--- src/rtl/core/ipl4_pkg.sv ---
// shared types, constants and functions of the ipv4 l4 checksum engine
package ipl4_pkg;

    localparam int unsigned Q_DEPTH_DEF = 2;

    localparam logic [3:0]  IP_VERSION   = 4'd4;
    localparam logic [3:0]  MIN_IHL      = 4'd5;
    localparam logic [7:0]  PROTO_TCP    = 8'd6;
    localparam logic [7:0]  PROTO_UDP    = 8'd17;
    localparam logic [15:0] HDR_CSUM_POS = 16'd10;
    localparam logic [15:0] TCP_CSUM_OFF = 16'd16;
    localparam logic [15:0] UDP_CSUM_OFF = 16'd6;
    localparam logic [15:0] FIRST_HDR_LEN = 16'd4;
    localparam logic [15:0] POS_MAX      = 16'hffff;
    localparam logic [15:0] SUM_MASK     = 16'hffff;

    typedef enum logic [1:0] {
        ST_OK      = 2'd0,
        ST_BAD_HDR = 2'd1,
        ST_IP_ONLY = 2'd2,
        ST_TRUNC   = 2'd3
    } t_status;

    typedef enum logic [1:0] {
        KIND_NONE = 2'd0,
        KIND_TCP  = 2'd1,
        KIND_UDP  = 2'd2
    } t_kind;

    typedef struct packed {
        logic [15:0] hsum;
        logic [15:0] ssum;
        logic [7:0]  pend;
        logic [7:0]  proto;
        logic [15:0] l4len;
        logic [31:0] saddr;
        logic [31:0] daddr;
        t_status     status;
    } t_pkt_sum;

    function automatic logic [15:0] fold_add(input logic [15:0] s, input logic [15:0] w);
        logic [16:0] t;
        logic [16:0] f;
        t = {1'b0, s} + {1'b0, w};
        f = {1'b0, t[15:0]} + {16'd0, t[16]};
        return f[15:0];
    endfunction

endpackage

--- src/rtl/core/ipl4_if.sv ---
// byte input and result output channel interfaces
interface ipl4_byte_if;
    logic       valid;
    logic       ready;
    logic [7:0] data_byte;
    logic       last_byte;

    modport source(output valid, output data_byte, output last_byte, input ready);
    modport sink(input valid, input data_byte, input last_byte, output ready);
endinterface

interface ipl4_res_if;
    logic        valid;
    logic        ready;
    logic [15:0] ip_header_checksum;
    logic [15:0] l4_checksum;
    logic [1:0]  l4_kind;
    logic [1:0]  status;

    modport source(output valid, output ip_header_checksum, output l4_checksum,
                   output l4_kind, output status, input ready);
    modport sink(input valid, input ip_header_checksum, input l4_checksum,
                 input l4_kind, input status, output ready);
endinterface

--- src/rtl/core/ipv4_l4_checksum_engine.sv ---
// top level of the ipv4 header and tcp/udp checksum engine
//
// i_byte carries an ipv4 packet one byte per item in network order, starting
// at the ip header, with last_byte high on the final byte. o_res carries one
// item per packet: header checksum, tcp/udp checksum, l4 kind and status.
// throughput: one byte per cycle, so back-to-back packets, even one-byte
// ones, stream without gaps while o_res is taken. the running sums fold each
// 16-bit word in the front end once its second byte is accepted; the
// pseudo-header sum runs in a three-stage back end behind a QUEUE_DEPTH-entry
// queue; a packet's result is valid once its sums have passed both.
// when o_res stalls, the back end holds its stages, the queue fills and then
// i_byte.ready drops; no item is lost or repeated.
// reset clears the byte position, sums, captured fields, queue and pipeline;
// the block takes bytes as soon as reset is released. state also clears
// after every last byte, so the next byte starts a new packet.
module ipv4_l4_checksum_engine
    import ipl4_pkg::*;
#(
    parameter int unsigned QUEUE_DEPTH = Q_DEPTH_DEF
)
(
    input  logic        i_clk,
    input  logic        i_rst_n,
    ipl4_byte_if.sink   i_byte,
    ipl4_res_if.source  o_res
);

    logic     push;
    logic     pop;
    logic     full;
    logic     empty;
    t_pkt_sum rec_in;
    t_pkt_sum rec_out;

    ipl4_front u_front (
        .i_clk   (i_clk),
        .i_rst_n (i_rst_n),
        .i_byte  (i_byte),
        .i_full  (full),
        .o_push  (push),
        .o_rec   (rec_in)
    );

    ipl4_queue #(
        .DEPTH (QUEUE_DEPTH)
    ) u_queue (
        .i_clk   (i_clk),
        .i_rst_n (i_rst_n),
        .i_push  (push),
        .i_rec   (rec_in),
        .o_full  (full),
        .i_pop   (pop),
        .o_rec   (rec_out),
        .o_empty (empty)
    );

    ipl4_back u_back (
        .i_clk   (i_clk),
        .i_rst_n (i_rst_n),
        .i_empty (empty),
        .i_rec   (rec_out),
        .o_pop   (pop),
        .o_res   (o_res)
    );

    a_no_overflow: assert property (@(posedge i_clk) disable iff (!i_rst_n)
        !(push && full && !pop))
        else $error("queue written while full");

    a_no_underflow: assert property (@(posedge i_clk) disable iff (!i_rst_n)
        pop |-> !empty)
        else $error("queue read while empty");

    a_err_zero: assert property (@(posedge i_clk) disable iff (!i_rst_n)
        (o_res.valid && (o_res.status == ST_BAD_HDR || o_res.status == ST_TRUNC)) |->
        (o_res.ip_header_checksum == 16'd0 && o_res.l4_checksum == 16'd0 &&
         o_res.l4_kind == KIND_NONE))
        else $error("error result carries nonzero fields");

    a_kind_status: assert property (@(posedge i_clk) disable iff (!i_rst_n)
        o_res.valid |-> ((o_res.status == ST_OK) == (o_res.l4_kind != KIND_NONE)))
        else $error("l4 kind disagrees with status");

    a_udp_nonzero: assert property (@(posedge i_clk) disable iff (!i_rst_n)
        (o_res.valid && o_res.l4_kind == KIND_UDP) |-> (o_res.l4_checksum != 16'd0))
        else $error("udp checksum of zero sent");

endmodule

--- src/rtl/core/ipl4_front.sv ---
// front end: header capture, running sums and per-packet status
module ipl4_front
    import ipl4_pkg::*;
(
    input  logic            i_clk,
    input  logic            i_rst_n,
    ipl4_byte_if.sink       i_byte,
    input  logic            i_full,
    output logic            o_push,
    output t_pkt_sum        o_rec
);

    logic [15:0] r_pos, n_pos;
    logic [15:0] r_hsum, n_hsum;
    logic [15:0] r_ssum, n_ssum;
    logic [7:0]  r_pend, n_pend;
    logic [7:0]  r_vihl, n_vihl;
    logic [7:0]  r_proto, n_proto;
    logic [15:0] r_tlen, n_tlen;
    logic [31:0] r_saddr, n_saddr;
    logic [31:0] r_daddr, n_daddr;

    logic        accept;
    logic [7:0]  b;
    logic [7:0]  bz;
    logic [15:0] hlen;
    logic [15:0] off;
    logic        in_hdr;
    logic        in_pkt;
    logic        zero_b;
    logic [15:0] word;
    t_status     status;

    assign i_byte.ready = !i_full;
    assign accept       = i_byte.valid && i_byte.ready;
    assign b            = i_byte.data_byte;

    always_comb begin
        n_vihl  = (r_pos == 16'd0) ? b : r_vihl;
        n_tlen  = r_tlen;
        n_proto = r_proto;
        n_saddr = r_saddr;
        n_daddr = r_daddr;
        if (r_pos == 16'd2) begin
            n_tlen = {b, r_tlen[7:0]};
        end else if (r_pos == 16'd3) begin
            n_tlen = {r_tlen[15:8], b};
        end else if (r_pos == 16'd9) begin
            n_proto = b;
        end else if (r_pos >= 16'd12 && r_pos <= 16'd15) begin
            n_saddr = {r_saddr[23:0], b};
        end else if (r_pos >= 16'd16 && r_pos <= 16'd19) begin
            n_daddr = {r_daddr[23:0], b};
        end

        hlen   = {10'd0, n_vihl[3:0], 2'b00};
        off    = r_pos - hlen;
        in_hdr = r_pos < hlen;

        if (in_hdr) begin
            zero_b = (r_pos == HDR_CSUM_POS) || (r_pos == HDR_CSUM_POS + 16'd1);
        end else begin
            zero_b = ((n_proto == PROTO_TCP) &&
                      ((off == TCP_CSUM_OFF) || (off == TCP_CSUM_OFF + 16'd1))) ||
                     ((n_proto == PROTO_UDP) &&
                      ((off == UDP_CSUM_OFF) || (off == UDP_CSUM_OFF + 16'd1)));
        end
        bz = zero_b ? 8'd0 : b;

        in_pkt = (r_pos < FIRST_HDR_LEN) || (r_pos < n_tlen) || in_hdr;
        word   = {r_pend, bz};
        n_pend = r_pend;
        n_hsum = r_hsum;
        n_ssum = r_ssum;
        if (in_pkt) begin
            if (!r_pos[0]) begin
                n_pend = bz;
            end else if (in_hdr) begin
                n_hsum = fold_add(r_hsum, word);
            end else if (r_pos < n_tlen) begin
                n_ssum = fold_add(r_ssum, word);
            end
        end

        n_pos = (r_pos == POS_MAX) ? r_pos : r_pos + 16'd1;

        if (n_vihl[7:4] != IP_VERSION || n_vihl[3:0] < MIN_IHL || n_tlen < hlen) begin
            status = ST_BAD_HDR;
        end else if (n_pos < n_tlen) begin
            status = ST_TRUNC;
        end else if (n_proto == PROTO_TCP || n_proto == PROTO_UDP) begin
            status = ST_OK;
        end else begin
            status = ST_IP_ONLY;
        end
    end

    assign o_push       = accept && i_byte.last_byte;
    assign o_rec.hsum   = n_hsum;
    assign o_rec.ssum   = n_ssum;
    assign o_rec.pend   = n_pend;
    assign o_rec.proto  = n_proto;
    assign o_rec.l4len  = n_tlen - hlen;
    assign o_rec.saddr  = n_saddr;
    assign o_rec.daddr  = n_daddr;
    assign o_rec.status = status;

    always_ff @(posedge i_clk) begin
        if (!i_rst_n || o_push) begin
            r_pos   <= '0;
            r_hsum  <= '0;
            r_ssum  <= '0;
            r_pend  <= '0;
            r_vihl  <= '0;
            r_proto <= '0;
            r_tlen  <= '0;
            r_saddr <= '0;
            r_daddr <= '0;
        end else if (accept) begin
            r_pos   <= n_pos;
            r_hsum  <= n_hsum;
            r_ssum  <= n_ssum;
            r_pend  <= n_pend;
            r_vihl  <= n_vihl;
            r_proto <= n_proto;
            r_tlen  <= n_tlen;
            r_saddr <= n_saddr;
            r_daddr <= n_daddr;
        end
    end

endmodule

--- src/rtl/core/ipl4_queue.sv ---
// short fifo of per-packet sums between front and back
module ipl4_queue
    import ipl4_pkg::*;
#(
    parameter int unsigned DEPTH = Q_DEPTH_DEF
)
(
    input  logic     i_clk,
    input  logic     i_rst_n,
    input  logic     i_push,
    input  t_pkt_sum i_rec,
    output logic     o_full,
    input  logic     i_pop,
    output t_pkt_sum o_rec,
    output logic     o_empty
);

    localparam int unsigned PW = (DEPTH > 1) ? $clog2(DEPTH) : 1;
    localparam int unsigned CW = $clog2(DEPTH + 1);
    localparam logic [PW-1:0] PTR_LAST = PW'(DEPTH - 1);

    t_pkt_sum        r_mem [DEPTH];
    logic [PW-1:0]   r_wr, n_wr;
    logic [PW-1:0]   r_rd, n_rd;
    logic [CW-1:0]   r_cnt;

    assign o_full  = r_cnt == CW'(DEPTH);
    assign o_empty = r_cnt == '0;
    assign o_rec   = r_mem[r_rd];
    assign n_wr    = (r_wr == PTR_LAST) ? '0 : r_wr + PW'(1);
    assign n_rd    = (r_rd == PTR_LAST) ? '0 : r_rd + PW'(1);

    always_ff @(posedge i_clk) begin
        if (i_push) begin
            r_mem[r_wr] <= i_rec;
        end
    end

    always_ff @(posedge i_clk) begin
        if (!i_rst_n) begin
            r_wr  <= '0;
            r_rd  <= '0;
            r_cnt <= '0;
        end else begin
            if (i_push) begin
                r_wr <= n_wr;
            end
            if (i_pop) begin
                r_rd <= n_rd;
            end
            if (i_push && !i_pop) begin
                r_cnt <= r_cnt + CW'(1);
            end else if (!i_push && i_pop) begin
                r_cnt <= r_cnt - CW'(1);
            end
        end
    end

endmodule

--- src/rtl/core/ipl4_back.sv ---
// back end: pseudo-header sum, folding and result register
module ipl4_back
    import ipl4_pkg::*;
(
    input  logic         i_clk,
    input  logic         i_rst_n,
    input  logic         i_empty,
    input  t_pkt_sum     i_rec,
    output logic         o_pop,
    ipl4_res_if.source   o_res
);

    logic        adv1, adv2, adv3;
    logic        r_v1, r_v2, r_v3;

    logic [16:0] r_p0, r_p1, r_p2, r_p3;
    logic [15:0] r_hc1, r_hc2;
    t_kind       r_kind1, r_kind2;
    t_status     r_st1, r_st2;
    logic [18:0] r_total;

    logic [15:0] r_hc3, r_lc3;
    t_kind       r_kind3;
    t_status     r_st3;

    t_kind       kind;
    logic [15:0] pad;
    logic [15:0] hc;
    logic [16:0] f1;
    logic [16:0] f2;
    logic [15:0] lc;

    assign adv3  = !r_v3 || o_res.ready;
    assign adv2  = !r_v2 || adv3;
    assign adv1  = !r_v1 || adv2;
    assign o_pop = !i_empty && adv1;

    always_comb begin
        if (i_rec.status != ST_OK) begin
            kind = KIND_NONE;
        end else if (i_rec.proto == PROTO_TCP) begin
            kind = KIND_TCP;
        end else begin
            kind = KIND_UDP;
        end
        pad = i_rec.l4len[0] ? {i_rec.pend, 8'd0} : 16'd0;
        hc  = (i_rec.status == ST_BAD_HDR || i_rec.status == ST_TRUNC) ?
              16'd0 : (~i_rec.hsum & SUM_MASK);
    end

    always_comb begin
        f1 = {1'b0, r_total[15:0]} + {14'd0, r_total[18:16]};
        f2 = {1'b0, f1[15:0]} + {16'd0, f1[16]};
        lc = ~f2[15:0];
        if (r_kind2 == KIND_NONE) begin
            lc = 16'd0;
        end else if (r_kind2 == KIND_UDP && lc == 16'd0) begin
            lc = SUM_MASK;
        end
    end

    always_ff @(posedge i_clk) begin
        if (adv1) begin
            r_p0    <= {1'b0, i_rec.ssum} + {1'b0, pad};
            r_p1    <= {1'b0, i_rec.saddr[31:16]} + {1'b0, i_rec.saddr[15:0]};
            r_p2    <= {1'b0, i_rec.daddr[31:16]} + {1'b0, i_rec.daddr[15:0]};
            r_p3    <= {9'd0, i_rec.proto} + {1'b0, i_rec.l4len};
            r_hc1   <= hc;
            r_kind1 <= kind;
            r_st1   <= i_rec.status;
        end
        if (adv2) begin
            r_total <= {2'b00, r_p0} + {2'b00, r_p1} + {2'b00, r_p2} + {2'b00, r_p3};
            r_hc2   <= r_hc1;
            r_kind2 <= r_kind1;
            r_st2   <= r_st1;
        end
        if (adv3) begin
            r_hc3   <= r_hc2;
            r_lc3   <= lc;
            r_kind3 <= r_kind2;
            r_st3   <= r_st2;
        end
    end

    always_ff @(posedge i_clk) begin
        if (!i_rst_n) begin
            r_v1 <= 1'b0;
            r_v2 <= 1'b0;
            r_v3 <= 1'b0;
        end else begin
            if (adv1) begin
                r_v1 <= o_pop;
            end
            if (adv2) begin
                r_v2 <= r_v1;
            end
            if (adv3) begin
                r_v3 <= r_v2;
            end
        end
    end

    assign o_res.valid              = r_v3;
    assign o_res.ip_header_checksum = r_hc3;
    assign o_res.l4_checksum        = r_lc3;
    assign o_res.l4_kind            = r_kind3;
    assign o_res.status             = r_st3;

endmodule
--- src/flat_wrapper.sv ---
// flat-port wrapper written by rule: the top's interface ports become plain ports
module ipv4_l4_checksum_engine_flat import ipl4_pkg::*;
#(
    parameter int unsigned QUEUE_DEPTH = Q_DEPTH_DEF
)
  (i_clk, i_rst_n, i_byte_valid, i_byte_data_byte, i_byte_last_byte, i_byte_ready, o_res_valid, o_res_ip_header_checksum, o_res_l4_checksum, o_res_l4_kind, o_res_status, o_res_ready);
  ipl4_byte_if i_byte_i ();
  ipl4_res_if o_res_i ();
  input  logic i_clk;
  input  logic i_rst_n;
  input wire logic [$bits(i_byte_i.valid)-1:0] i_byte_valid;
  input wire logic [$bits(i_byte_i.data_byte)-1:0] i_byte_data_byte;
  input wire logic [$bits(i_byte_i.last_byte)-1:0] i_byte_last_byte;
  output wire logic [$bits(i_byte_i.ready)-1:0] i_byte_ready;
  output wire logic [$bits(o_res_i.valid)-1:0] o_res_valid;
  output wire logic [$bits(o_res_i.ip_header_checksum)-1:0] o_res_ip_header_checksum;
  output wire logic [$bits(o_res_i.l4_checksum)-1:0] o_res_l4_checksum;
  output wire logic [$bits(o_res_i.l4_kind)-1:0] o_res_l4_kind;
  output wire logic [$bits(o_res_i.status)-1:0] o_res_status;
  input wire logic [$bits(o_res_i.ready)-1:0] o_res_ready;
  assign i_byte_i.valid = i_byte_valid;
  assign i_byte_i.data_byte = i_byte_data_byte;
  assign i_byte_i.last_byte = i_byte_last_byte;
  assign i_byte_ready = i_byte_i.ready;
  assign o_res_valid = o_res_i.valid;
  assign o_res_ip_header_checksum = o_res_i.ip_header_checksum;
  assign o_res_l4_checksum = o_res_i.l4_checksum;
  assign o_res_l4_kind = o_res_i.l4_kind;
  assign o_res_status = o_res_i.status;
  assign o_res_i.ready = o_res_ready;
  ipv4_l4_checksum_engine #(.QUEUE_DEPTH(QUEUE_DEPTH)) u_core (.i_clk(i_clk), .i_rst_n(i_rst_n), .i_byte(i_byte_i), .o_res(o_res_i));
endmodule
--- config.mk ---
export PLATFORM = sky130hd
export DESIGN_NAME = ipv4_l4_checksum_engine_flat
export DESIGN_NICKNAME = d
export VERILOG_FILES = /design/src/rtl/core/ipl4_pkg.sv /design/src/rtl/core/ipl4_if.sv /design/src/rtl/core/ipv4_l4_checksum_engine.sv /design/src/rtl/core/ipl4_front.sv /design/src/rtl/core/ipl4_queue.sv /design/src/rtl/core/ipl4_back.sv /design/src/flat_wrapper.sv
export SDC_FILE = /design/constraint.sdc
export NUM_CORES = 1
export LEC_CHECK = 0
export BUFFER_PORTS_ARGS = -buffer_cell sky130_fd_sc_hd__buf_2
export CORE_MARGIN = 8
export CORE_UTILIZATION = 40
export DETAILED_ROUTE_END_ITERATION = 7
export PLACE_DENSITY = 0.58
export SYNTH_ARGS = -nofsm -noshare
export SYNTH_HDL_FRONTEND = slang
export SYNTH_SLANG_ARGS = --single-unit
--- constraint.sdc ---
create_clock -name i_clk -period 9 [get_ports i_clk]
set_input_delay 0.9 -clock i_clk [delete_from_list [all_inputs] [get_ports i_clk]]
set_output_delay 0.9 -clock i_clk [all_outputs]
set_load 0.02 [all_outputs]
* Yosys cells after proc, flatten, opt, wreduce, memory -nomap -nowiden
Memory sizes are Yosys's and may differ from the RTL's. A register that Yosys moved wholly into a read port is not among the register bits.
Index checks and enable logic that the tools add are counted.
** Operators by class
- Bitwise logic cells :: 2
- Magnitude comparators :: 10
- $add $sub $neg :: 20
- Shifts and indexed selects :: 0
- Divide/modulo/power cells :: 0
- Multipliers :: 0
- Mux-type cells :: 41
- Eq/ne operators :: 18
- Reductions and logical operators :: 38
** Operator list (count)
- 2-to-1 mux 32 bit :: 9
- 2-to-1 mux 16 bit :: 11
- adder 16 x 16 -> 17 bit :: 5
- 2-to-1 mux 8 bit :: 8
- adder 16 x 1 -> 16 bit :: 3
- == test 16 x 4 -> 1 bit (second input constant) :: 3
- == test 16 x 2 -> 1 bit (second input constant) :: 2
- == test 16 x 3 -> 1 bit (second input constant) :: 2
- == test 16 x 5 -> 1 bit (second input constant) :: 2
- logical NOT 16 bit :: 2
- less-than comparator 16 bit :: 2
- less-than comparator 16 x 6 -> 1 bit :: 2
- NOT 16 bit :: 2
- subtractor 16 x 6 -> 16 bit :: 2
- adder 18 x 17 -> 19 bit :: 1
- adder 19 x 17 -> 19 bit :: 1
- adder 17 x 17 -> 18 bit :: 1
- adder 16 x 3 -> 17 bit :: 1
- adder 8 x 16 -> 17 bit :: 1
- adder 16 x 1 -> 16 bit (second input constant) :: 1
- == test 16 bit (second input constant) :: 1
- == test 8 x 3 -> 1 bit (second input constant) :: 2
- greater-or-equal comparator 16 x 4 -> 1 bit (second input constant) :: 1
- greater-or-equal comparator 16 x 5 -> 1 bit (second input constant) :: 1
- other kinds (18) :: 63
** Storage, ports and cells
- Output and inout port bits :: 38
- Input port bits :: 13
- Memories :: 1
- Register bits after elaboration :: 322
- RAM bits :: 260
- ROM bits :: 0
- Latch bits :: 0
- Word-level logic and storage cells :: 160
** Memories
- u_core.u_queue.r_mem :: depth 2, width 130, rd ports 1, clocked after memory_dff 1, write ports 1, RTL line ipl4_queue.sv:22 : t_pkt_sum r_mem [DEPTH];

* Logic depth before layout (Yosys ltp)
Gate-level depths: netlist of run 1.
- Word-level depth :: 15
- Depth in mapped cells :: 37
- Mapped depth without buffers :: 36

* By module
From an unflattened synthesis of run 1, not the netlist that was laid out.
** Unflattened totals
- Cell total of the unflattened synthesis :: 2675
- Area, all modules :: 30555.6 µm²
** By module, submodules not included
- ipl4_front :: area an instance 10839.1 µm², seq. area each 3042.9 µm², cells each 1377, times used 1
- ipl4_back :: area an instance 10093.4 µm², seq. area each 4954.8 µm², cells each 872, times used 1
- ipl4_queue :: area an instance 9623.0 µm², seq. area each 7907.6 µm², cells each 426, times used 1

* Worst setup path before layout of run 1
No wires, ideal clock.
- Path kind :: register to register
- Start point :: reg u_core.u_front.r_pos[0]
- End point :: mem u_core.u_queue.r_mem[0][129] (netlist name), data pin
- Required time :: 8724 ps
- Setup slack :: 1744 ps
- Cell stages (with the launch flop) :: 34
- Arrival time :: 6980 ps
- Period minus slack after synthesis :: 7256 ps
- Library setup time :: 276 ps
- Path buffers :: 2
- Path through :: dfxtp_1 -> clkinv_1 -> ha_1 -> nor3b_1 -> and4_1 -> buf_6 -> mux2_2 -> xnor2_1 -> ha_1 -> o21ai_0 -> o31ai_2 -> maj3_2 -> o21ai_0 -> o21ai_0 -> nor3_1 -> a31oi_1 -> and2_1 -> ha_1 -> clkbuf_1 -> a211o_1 -> a21oi_1 -> o211ai_1 -> a31oi_1 -> a21oi_1 -> o21ai_0 -> nor2b_1 -> o21bai_1 -> ha_1 -> and3_1 -> nand3_1 -> or4_1 -> a2111oi_0 -> xnor2_1 -> o21ai_0
** RTL lines
- from (decl) :: RTL line ipl4_front.sv:13 : logic [15:0] r_pos, n_pos;
- from (signal assigned) :: RTL line ipl4_front.sv:120 : r_pos <= n_pos;
- to (decl) :: RTL line ipl4_queue.sv:22

==> results.py, run 1 <==
metrics = {
    "worst_setup_path": {
        "r2r_start": "u_core.u_front.r_pos[4]",
        "cp_max_fo": 9,
        "cp.arrival_ns": 8.73,
        "start_kind": "flop",
        "rr_worst_depth": 31,
        "critPathMaxStageDelay_ns": 0.60,
        "endpoint_kind": "flop",
        "slowest_stage": "nor4_4",
        "crit_path_end": "u_core.u_queue.r_mem[1][112]",
        "r2r-end": "u_core.u_queue.r_mem[1][112]",
        "critical_path_class": "flop to flop",
        "cp.required_ns": 9.34,
        "cp-startpoint": "u_core.u_front.r_pos[4]",
        "r2r_setup_slack_ns": 0.61,
    },
    "floorplan": {
        "coreArea_um2": 75400,
        "initial_core_util": 0.401,
        "placementRows": 101,
        "die_area_um2": 84700,
        "fp.dieW_um": 291,
        "ios": 51,
        "die_h_um": 291,
    },
    "clock_tree": {
        "cts_sinks": 583,
        "hold_buffers": 0,
        "cts_tree": "built",
        "cts_made_buffers": 61,
        "root_buffer": "clkbuf_16",
        "h-tree-depth": 2,
        "cts_setup_buffers": 0,
        "clock_latency_ns": 0.65,
        "ctsResizeCount": 0,
        "clockBufferDepth": 3,
        "cts.clk_slew.worst_paths_ns": 0.06,
    },
    "pwr": {
        "leakagePower_nw": 12.8,
        "pwr_density_cell_nw_per_um2": 337,
        "max-vdd-ir-drop_mv": 0.452,
        "p_total_w": 0.0113,
    },
    "logic_synthesis": {
        "syn_nets": 2828,
        "yosys_most_used_dff": "edfxtp_1",
        "synth_edf_count": 423,
        "async_flop_share": 0,
        "syn_area_um2": 30200,
        "ys.warnings.count": 0,
        "synth-seq-area-share": 0.526,
        "synthCells": 2627,
        "ys_types": 86,
        "synth_seq_cells": 583,
        "avgSynthCellArea_um2": 11.5,
    },
    "placement": {
        "dp_cells": 3582,
        "portBuffers": 50,
        "dpl.hpwl_mm": 51.1,
        "gp_congestion": 0.868,
    },
    "route": {
        "detail_route.first_pass.iterations": 5,
        "drc": 0,
        "detail-route-antenna-nets": 0,
        "wl_per_cell_um": 19.8,
        "first_iter_violations": 1378,
        "wl_mm": 73.3,
        "via_per_inst": 5.42,
        "vias": 20000,
    },
    "sta": {
        "slew_violations": 0,
        "setup_violations": 0,
        "relSlewSlack": 0.360,
        "hold_violations": 0,
        "tns_ns": 0,
        "period_needed_ns": 8.39,
        "rsz0062_at_grt": "no",
        "finalClockSkew_ns": 0.0409,
        "period_share": 0.932,
        "max_freq_mhz": 119,
        "tightest_slew_ns": 0.953,
    },
    "global_routing": {
        "grt_pass1_wl_mm": 115,
        "grt_max_degree": 111,
        "track_usage": 0.170,
        "grt.overflow.total": 0,
        "antenna_found_initial": 1,
        "grt_pass1_vias": 20400,
    },
    "final_layout": {
        "layout-drive-gt1-share": 0.154,
        "nets": 2868,
        "final_cells": 3699,
        "syn_to_final_growth_pct": 11.5,
    },
    "run_status": {
        "outcome": "finished clean",
    },
    "worst_hold_path": {
        "hold_class": "flop to flop",
    },
    "run": {
        "max-cap-violations": 0,
    },
}
## cell usage after synthesis (all sizes together), types with 10 or more instances
cell type,count,share of area
and2,23,0.0048
mux2i,49,0.017
mux2,184,0.069
a21oi,171,0.029
edfxtp,423,0.42
buf,41,0.0068
nor2,161,0.020
a211oi,51,0.013
a21o,32,0.0079
o21bai,10,0.0025
nand3,53,0.0092
xor2,40,0.012
and3,22,0.0046
nand2,311,0.039
clkbuf,70,0.0087
o21a,17,0.0042
or3,10,0.0021
nand4,29,0.0062
xnor2,115,0.033
a21boi,13,0.0032
nor3,48,0.0081
nand2b,16,0.0033
o31ai,17,0.0052
dfxtp,160,0.11
inv,83,0.010
ha,147,0.061
o21ai,87,0.014
fa,41,0.027
nor4,19,0.0050
and4,10,0.0029
nor2b,40,0.0083
## worst min-delay path by stage
| stage | slack, ns | endpoint | startpoint | cells after the start |
|---|---|---|---|---|
| after floorplan | 0.40 | u_core.u_back.o_res.ip_header_checksum[0] | u_core.u_back.r_hc2[0] | 0 |
| after detailed placement | 0.40 | u_core.u_back.o_res.ip_header_checksum[11] | u_core.u_back.r_hc2[11] | 0 |
| after CTS | 0.42 | u_core.u_back.r_st2[0] | u_core.u_back.r_st1[0] | 0 |
| final | 0.41 | u_core.u_back.r_st2[0] | u_core.u_back.r_st1[0] | 0 |
| after global placement | 0.40 | u_core.u_back.r_hc2[1] | u_core.u_back.r_hc1[1] | 0 |
| after global routing | 0.42 | u_core.u_back.r_st2[0] | u_core.u_back.r_st1[0] | 0 |
## worst max-delay path, delay by kind of cell (launching register included)
kind | cells | cell delay (ns)
xor gates and xnor gates | 2 | 0.38
AOI/OAI and AO/OA | 13 | 2.99
DFF | 1 | 0.41
muxes | 1 | 0.41
adders and majority gates | 6 | 1.66
and+or+nand+nor | 9 | 2.25
## layout by cell type, fill, tap and decap left out, types with 78 or more instances in the layout
cell type  instances
xnor2_1          115
a21oi_1          168
nor2_1           158
o21ai_0           78
nand2_1          309
edfxtp_1         423
inv_1             83
dfxtp_1          159
ha_1             147
mux2_2           184
## flip-flops by register name, indices dropped and copies added, names as in the netlist, 17 cells and up, named ones only
| name | flops |
|---|---|
| u_core.u_queue.r_mem | 260 |
| u_core.u_back.r_p3 | 17 |
| u_core.u_back.r_p0 | 17 |
| u_core.u_back.r_total | 19 |
| u_core.u_front.r_daddr | 32 |
| u_core.u_back.r_p2 | 17 |
| u_core.u_front.r_saddr | 32 |
| u_core.u_back.r_p1 | 17 |
## layout make-up
type / count / area [µm²]
Multi-Input combinational cell: 1849 / 13600
Fill cell: 6844 / 41700
Timing Repair Buffer: 88 / 548
Inverter: 84 / 315
Sequential cell: 583 / 15900
Antenna cell: 2 / 5.00
Tap cell: 978 / 1220
Clock buffer: 80 / 1690
Clock inverter: 35 / 414
## metal layers
metal	global-route usage	share of wire	vias to the layer above	wire length (µm)
met5	0	0	-	0
met4	0.0468	0.024	0	1750
met3	0.0239	0.045	105	3310
met2	0.291	0.48	398	35100
met1	0.224	0.45	9807	33200
li1	-	-	9732	-
## where the power goes
group | leakage [nW] | switching (W) | internal, W | total, W
logic | 6.13 | 0.00291 | 0.00195 | 0.00486
registers | 5.60 | 0.000299 | 0.00359 | 0.00389
clock network | 1.03 | 0.00108 | 0.00151 | 0.00259
## cells by family (layout without fill, tap and decap cells)
group | after synthesis | in the layout | synth area share
other | 0 | 2 | 0
adder cells (fa/ha/maj) | 192 | 192 | 0.0894
AO/OA/AOI/OAI | 477 | 477 | 0.102
XOR/XNOR | 156 | 156 | 0.0456
flip-flops | 583 | 583 | 0.526
AND/OR/NAND/NOR | 791 | 791 | 0.126
buffers and inverters | 195 | 287 | 0.0259
multiplexers | 233 | 233 | 0.0851
## through the flow
step                 util  setup slack, ns  hold WS [ns]  instance area, µm²
finish              0.447            0.611         0.413               33700
floorplan               -             1.74         0.400               30200
detailed placement  0.419            0.423         0.405               31600
CTS                 0.447            0.428         0.416               33700
global placement    0.419            0.591         0.403               31600
global route        0.447           0.0260         0.420               33700
(Power assumes the default switching activity.)
==> run 2, diff against run 1 <==
ABC_AREA = 1   (was unset)
CAP_MARGIN = 5   (was unset)
==> run 2 against run 1 <==
Net effect:
- via count grew 9.9%
- critical path depth grew 7
- die area grew 1.1%
- synthesized cell count grew 28%
- clock power grew 12%
- total power grew 14%
==> results.py, run 2 <==
metrics = {
    "run_status": {
        "outcome": "finished clean",
    },
    "sta": {
        "setup_violations": 0,
        "rsz0062_at_grt": "no",
        "relSlewSlack": 0.326,
        "period_needed_ns": 7.03,
        "tns_ns": 0,
        "hold_violations": 0,
        "tightest_slew_ns": 1.01,
        "finalClockSkew_ns": 0.0278,
        "slew_violations": 0,
        "period_share": 0.781,
        "max_freq_mhz": 142,
    },
    "global_routing": {
        "track_usage": 0.172,
        "grt.overflow.total": 0,
        "grt_pass1_vias": 20800,
        "grt_max_degree": 131,
        "antenna_found_initial": 0,
        "grt_pass1_wl_mm": 117,
    },
    "clock_tree": {
        "ctsResizeCount": 0,
        "clock_latency_ns": 0.62,
        "root_buffer": "clkbuf_16",
        "cts_sinks": 583,
        "hold_buffers": 0,
        "cts_tree": "built",
        "cts_setup_buffers": 0,
        "h-tree-depth": 3,
        "cts.clk_slew.worst_paths_ns": 0.06,
        "clockBufferDepth": 3,
        "cts_made_buffers": 67,
    },
    "pwr": {
        "pwr_density_cell_nw_per_um2": 378,
        "p_switching_w": 0.00521,
        "max-vdd-ir-drop_mv": 0.328,
        "clkPwrFrac": 0.224,
        "power_frac_seq": 0.327,
        "combPwrFrac": 0.450,
        "p_int_w": 0.00769,
        "leakagePower_nw": 15.4,
        "swShare": 0.404,
        "p_total_w": 0.0129,
    },
    "final_layout": {
        "largest_register_ffs": 260,
        "reg_top3": "u_core.u_queue.r_mem x260, u_core.u_front.r_daddr x32, u_core.u_front.r_saddr x32",
        "syn_to_final_growth_pct": 11.6,
        "fin_area_um2": 34200,
        "layout_commonest_cell": "nand2_1",
        "final_cell_mix": "747 x nand2_1, 439 x inv_1, 423 x edfxtp_1, 284 x nor2_1, 259 x o21ai_0",
        "layout-drive-gt1-share": 0.0766,
        "nets": 3594,
        "top_register": "u_core.u_queue.r_mem",
        "nFillCells": 7234,
        "final_util": 0.450,
    },
    "logic_synthesis": {
        "ys_types": 52,
        "syn_nets": 3563,
        "ys.warnings.count": 0,
        "syn_area_um2": 30600,
        "synth_largest_area_cell": "edfxtp_1",
        "synth-seq-area-share": 0.520,
        "yosys.area.top_type_share": 0.415,
        "yosysMostFrequentCell": "nand2_1",
        "netlist_top_cells_count": "750 x nand2_1, 441 x inv_1, 423 x edfxtp_1",
        "yosys_most_used_dff": "edfxtp_1",
        "synth_edf_count": 423,
        "synth_seq_cells": 583,
        "async_flop_share": 0,
        "synth_area_leaders": "edfxtp_1 42%, dfxtp_1 10%, nand2_1 9.2%",
        "synthCells": 3362,
        "avgSynthCellArea_um2": 9.10,
    },
    "placement": {
        "dpl_cell_area_um2": 31800,
        "gp_congestion": 0.879,
        "dpl.hpwl_mm": 52.0,
        "portBuffers": 50,
    },
    "floorplan": {
        "ios": 51,
        "die_area_um2": 85600,
        "die_h_um": 293,
        "fp.dieW_um": 293,
        "coreArea_um2": 75800,
        "initial_core_util": 0.403,
        "placementRows": 101,
    },
    "worst_hold_path": {
        "hold_class": "flop to flop",
    },
    "route": {
        "drc": 0,
        "wl_mm": 73.8,
        "first_iter_violations": 1508,
        "wl_per_cell_um": 16.7,
        "vias": 22000,
        "detail-route-antenna-nets": 0,
        "via_per_inst": 4.98,
        "detail_route.first_pass.iterations": 5,
    },
    "worst_setup_path": {
        "path_buf_inv": 6,
        "endpoint_kind": "flop",
        "cp_max_fo": 23,
        "cp.required_ns": 9.50,
        "critical_path_class": "flop to flop",
        "slowest_stage": "nor4_1",
        "critical_path.top_delay_family": "simple AND/OR/NAND/NOR gates",
        "cp.arrival_ns": 7.52,
        "critPathMaxStageDelay_ns": 0.63,
        "start_kind": "flop",
    },
    "run": {
        "max-cap-violations": 0,
    },
}
[run 2: worst paths after layout]
path / from / endpoint / slack (ns) / cells past startpoint
setup / recovery: u_core.u_front.r_pos[8] / u_core.u_front.r_ssum[11] / 1.97 / 38
hold / removal: u_core.u_back.r_hc2[12] / u_core.u_back.o_res.ip_header_checksum[12] / 0.42 / 0
setup reg to reg: u_core.u_front.r_pos[8] / u_core.u_front.r_ssum[11] / 1.97 / 38
hold reg to reg: u_core.u_back.r_hc2[12] / u_core.u_back.o_res.ip_header_checksum[12] / 0.42 / 0
[run 2: worst register-to-register path: cells and delay by family, from the launching register on]
kind	cells	cell delay [ns]
flops	1	0.43
fa+ha+maj	4	0.99
compound gates	6	1.04
simple gates	22	3.90
buf+inv	6	0.58
[run 2: layout make-up]
type | count | area (µm²) | share of cell area
multi-input cells | 2218 | 12500 | 0.367
well taps | 978 | 1220 | 0.0358
inverters | 450 | 1690 | 0.0496
diodes | 1 | 2.50 | 0.0000733
clock buffers | 89 | 1860 | 0.0545
flip-flops and latches | 583 | 15900 | 0.466
repair buffers | 73 | 435 | 0.0127
clock inverters | 35 | 492 | 0.0144
[run 2: logic make-up (layout without fill, tap and decap cells)]
kind of cell	Yosys count	in the layout	synth area share
muxes	5	5	0.00164
buffers and inverters	561	647	0.0715
xor gates and xnor gates	131	131	0.0375
AOI/OAI and AO/OA	566	566	0.0984
adders and majority gates	188	188	0.0869
and+or+nand+nor	1328	1328	0.184
other	0	1	0
DFF	583	583	0.520
[run 2: per-stage QoR]
stage / worst slack (ns) / hold slack (ns) / std cells
2_1_floorplan: 1.75 / 0.400 / 3362
3_3_place_gp: 2.26 / 0.400 / 4302
3_5_place_dp: 2.10 / 0.405 / 4302
4_1_cts: 2.06 / 0.415 / 4426
5_1_grt: 1.18 / 0.418 / 4426
6_report: 1.97 / 0.416 / 4427
[run 2: power groups by stage]
stage,Clock [W],Combinational [W],Sequential (W)
floorplan,0,0.00438,0.00413
global placement,0,0.00576,0.00426
detailed placement,0,0.00580,0.00427
CTS,0.00296,0.00585,0.00422
global route,0.00306,0.00666,0.00427
finish,0.00289,0.00580,0.00421
[run 2: metal layers]
layer | track usage | routed length, µm
met1 | 0.234 | 34700
met3 | 0.0237 | 3390
met4 | 0.0390 | 1340
met2 | 0.290 | 34300
met5 | 0 | 0
==> run 3, diff against run 2 <==
ABC_AREA = 0   (was 1)
clock period = 6.5 ns   (was 9 ns; I/O delays follow)
==> run 3 against run 2 <==
Net effect:
- the run now ends with setup timing left
- final area increased by 4.7%
- core utilization up 2.4 points
- fmax grew 4.1%
- worst setup slack worse by 2.2 ns
- clock-buffer cell count rose by 1
- via count decreased by 6.3%
- flip-flop and latch count stayed put
- critical path type unchanged
==> results.py, run 3 (synthesis gave the netlist of run 1 again) <==
metrics = {
    "pwr": {
        "clkPwrFrac": 0.236,
        "swShare": 0.367,
        "pwr_density_cell_nw_per_um2": 449,
        "p_total_w": 0.0161,
        "p_switching_w": 0.00588,
        "combPwrFrac": 0.427,
        "max-vdd-ir-drop_mv": 0.511,
        "leakagePower_nw": 13.7,
        "power_frac_seq": 0.337,
        "p_int_w": 0.0102,
    },
    "sta": {
        "max_freq_mhz": 148,
        "hold_violations": 0,
        "rsz0062_at_grt": "yes",
        "period_needed_ns": 6.75,
        "period_share": 1.04,
        "setup_violations": 66,
        "tns_ns": -8.13,
        "relSlewSlack": 0.296,
        "fin_ws_ns": -0.247,
        "tightest_slew_ns": 1.05,
        "finalClockSkew_ns": 0.0200,
        "slew_violations": 0,
    },
    "final_layout": {
        "nFillCells": 6650,
        "multiInputGateArea_um2": 14400,
        "largest_register_ffs": 260,
        "syn_to_final_growth_pct": 18.3,
        "layout_commonest_cell": "edfxtp_1",
        "final_cell_mix": "423 x edfxtp_1, 306 x nand2_1, 174 x buf_4, 167 x mux2_2, 156 x a21oi_1",
        "fin_area_um2": 35800,
        "layout-drive-gt1-share": 0.231,
        "nets": 3022,
        "reg_top3": "u_core.u_queue.r_mem x260, u_core.u_front.r_daddr x32, u_core.u_front.r_saddr x32",
        "final_cells": 3854,
        "regArea_um2": 15900,
        "top_register": "u_core.u_queue.r_mem",
    },
    "route": {
        "detail-route-antenna-nets": 0,
        "drc": 0,
        "vias": 20600,
        "wl_per_cell_um": 19.5,
        "wl_mm": 75.0,
        "via_per_inst": 5.35,
        "detail_route.first_pass.iterations": 5,
        "first_iter_violations": 1385,
    },
    "floorplan": {
        "die_h_um": 291,
        "fp.dieW_um": 291,
        "initial_core_util": 0.401,
        "ios": 51,
        "placementRows": 101,
        "die_area_um2": 84700,
        "coreArea_um2": 75400,
    },
    "worst_setup_path": {
        "cp.arrival_ns": 7.10,
        "r2r_setup_slack_ns": -0.25,
        "cp.required_ns": 6.85,
        "crit_path_end": "u_core.u_queue.r_mem[0][126]",
        "r2r-end": "u_core.u_queue.r_mem[0][126]",
        "r2r_start": "u_core.u_front.r_pos[1]",
        "start_kind": "flop",
        "rr_worst_depth": 34,
        "endpoint_kind": "flop",
        "cp-startpoint": "u_core.u_front.r_pos[1]",
        "slowest_stage": "or4_4",
        "cp_common_cell": "ha_4",
        "cp_max_fo": 7,
        "critPathMaxStageDelay_ns": 0.52,
        "critical_path_class": "flop to flop",
    },
    "placement": {
        "portBuffers": 50,
        "dpl_cell_area_um2": 32600,
        "dp_cells": 3686,
        "gp_congestion": 0.882,
        "dpl.hpwl_mm": 52.0,
        "preCtsSetupSlack_ns": -0.515,
    },
    "global_routing": {
        "track_usage": 0.172,
        "grt_pass1_wl_mm": 116,
        "antenna_found_initial": 3,
        "grt_pass1_vias": 20800,
        "grt_max_degree": 92,
        "grt.overflow.total": 0,
    },
    "clock_tree": {
        "cts.clk_slew.worst_paths_ns": 0.06,
        "cts_tree": "built",
        "h-tree-depth": 3,
        "root_buffer": "clkbuf_16",
        "cts_sinks": 583,
        "clockBufferDepth": 3,
        "cts_made_buffers": 67,
        "clock_latency_ns": 0.60,
    },
    "run_status": {
        "failed_checks": "setup timing",
        "outcome": "finished, violations left",
    },
    "worst_hold_path": {
        "hold_class": "flop to flop",
    },
    "run": {
        "max-cap-violations": 0,
    },
}
run 3: cell types whose count changed in the layout (fill, tap and decap cells not counted), sizes merged, moves of 140 or more:
cell,previous run,this run
nor2,301,161
mux2,0,184
buf,73,236
o21ai,301,87
nand2,765,311
inv,455,85
run 3: worst max-delay path, delay by kind of cell, from the launching register on:
kind / cells / cell delay [ns]
simple gates: 13 / 2.73
compound gates: 9 / 1.38
fa+ha+maj: 5 / 0.91
mux: 2 / 0.58
buf+inv: 3 / 0.33
flops: 1 / 0.32
xor+xnor: 2 / 0.25
run 3: layout make-up:
cell class	instances	share of cell area
Antenna cell	1	0.0000699
Clock buffer	90	0.0532
Clock inverter	33	0.00944
Inverter	84	0.00895
Multi-Input combinational cell	1849	0.402
Sequential cell	583	0.445
Tap cell	978	0.0342
Timing Repair Buffer	236	0.0478
run 3: how the worst min path moves through the flow:
stage	end	cells after the start	from
2_1_floorplan	u_core.u_back.o_res.ip_header_checksum[0]	0	u_core.u_back.r_hc2[0]
3_3_place_gp	u_core.u_back.r_hc2[14]	0	u_core.u_back.r_hc1[14]
3_5_place_dp	u_core.u_back.o_res.ip_header_checksum[5]	0	u_core.u_back.r_hc2[5]
4_1_cts	u_core.u_back.o_res.valid	2	i_rst_n
5_1_grt	u_core.u_back.o_res.valid	2	i_rst_n
6_report	u_core.u_back.r_hc2[3]	0	u_core.u_back.r_hc1[3]
run 3: power groups by stage:
stage | clock [W] | sequential [W] | combinational [W]
6_report | 0.00379 | 0.00541 | 0.00685
2_1_floorplan | 0 | 0.00531 | 0.00493
5_1_grt | 0.00402 | 0.00547 | 0.00760
3_3_place_gp | 0 | 0.00547 | 0.00650
4_1_cts | 0.00389 | 0.00541 | 0.00679
3_5_place_dp | 0 | 0.00549 | 0.00665
run 3: metrics by stage:
stage	hold slack, ns	utilization
6_report	0.415	0.474
5_1_grt	0.411	0.474
4_1_cts	0.381	0.470
3_5_place_dp	0.405	0.432
3_3_place_gp	0.402	0.432
2_1_floorplan	0.400	-
run 3: timing repair:
item	4_1_cts	5_1_grt
hold buffers	0	0
setup buffers	40	11
pin swaps	50	41
endpoints found under the setup margin	82	89
gates resized for setup	65	56
run 3: per-layer routing:
layer / share of wire / up-vias / track usage
met5: 0.00016 / - / 0
met4: 0.028 / 2 / 0.0599
met3: 0.043 / 124 / 0.0289
met2: 0.48 / 421 / 0.295
met1: 0.44 / 10100 / 0.220
li1: - / 10000 / -
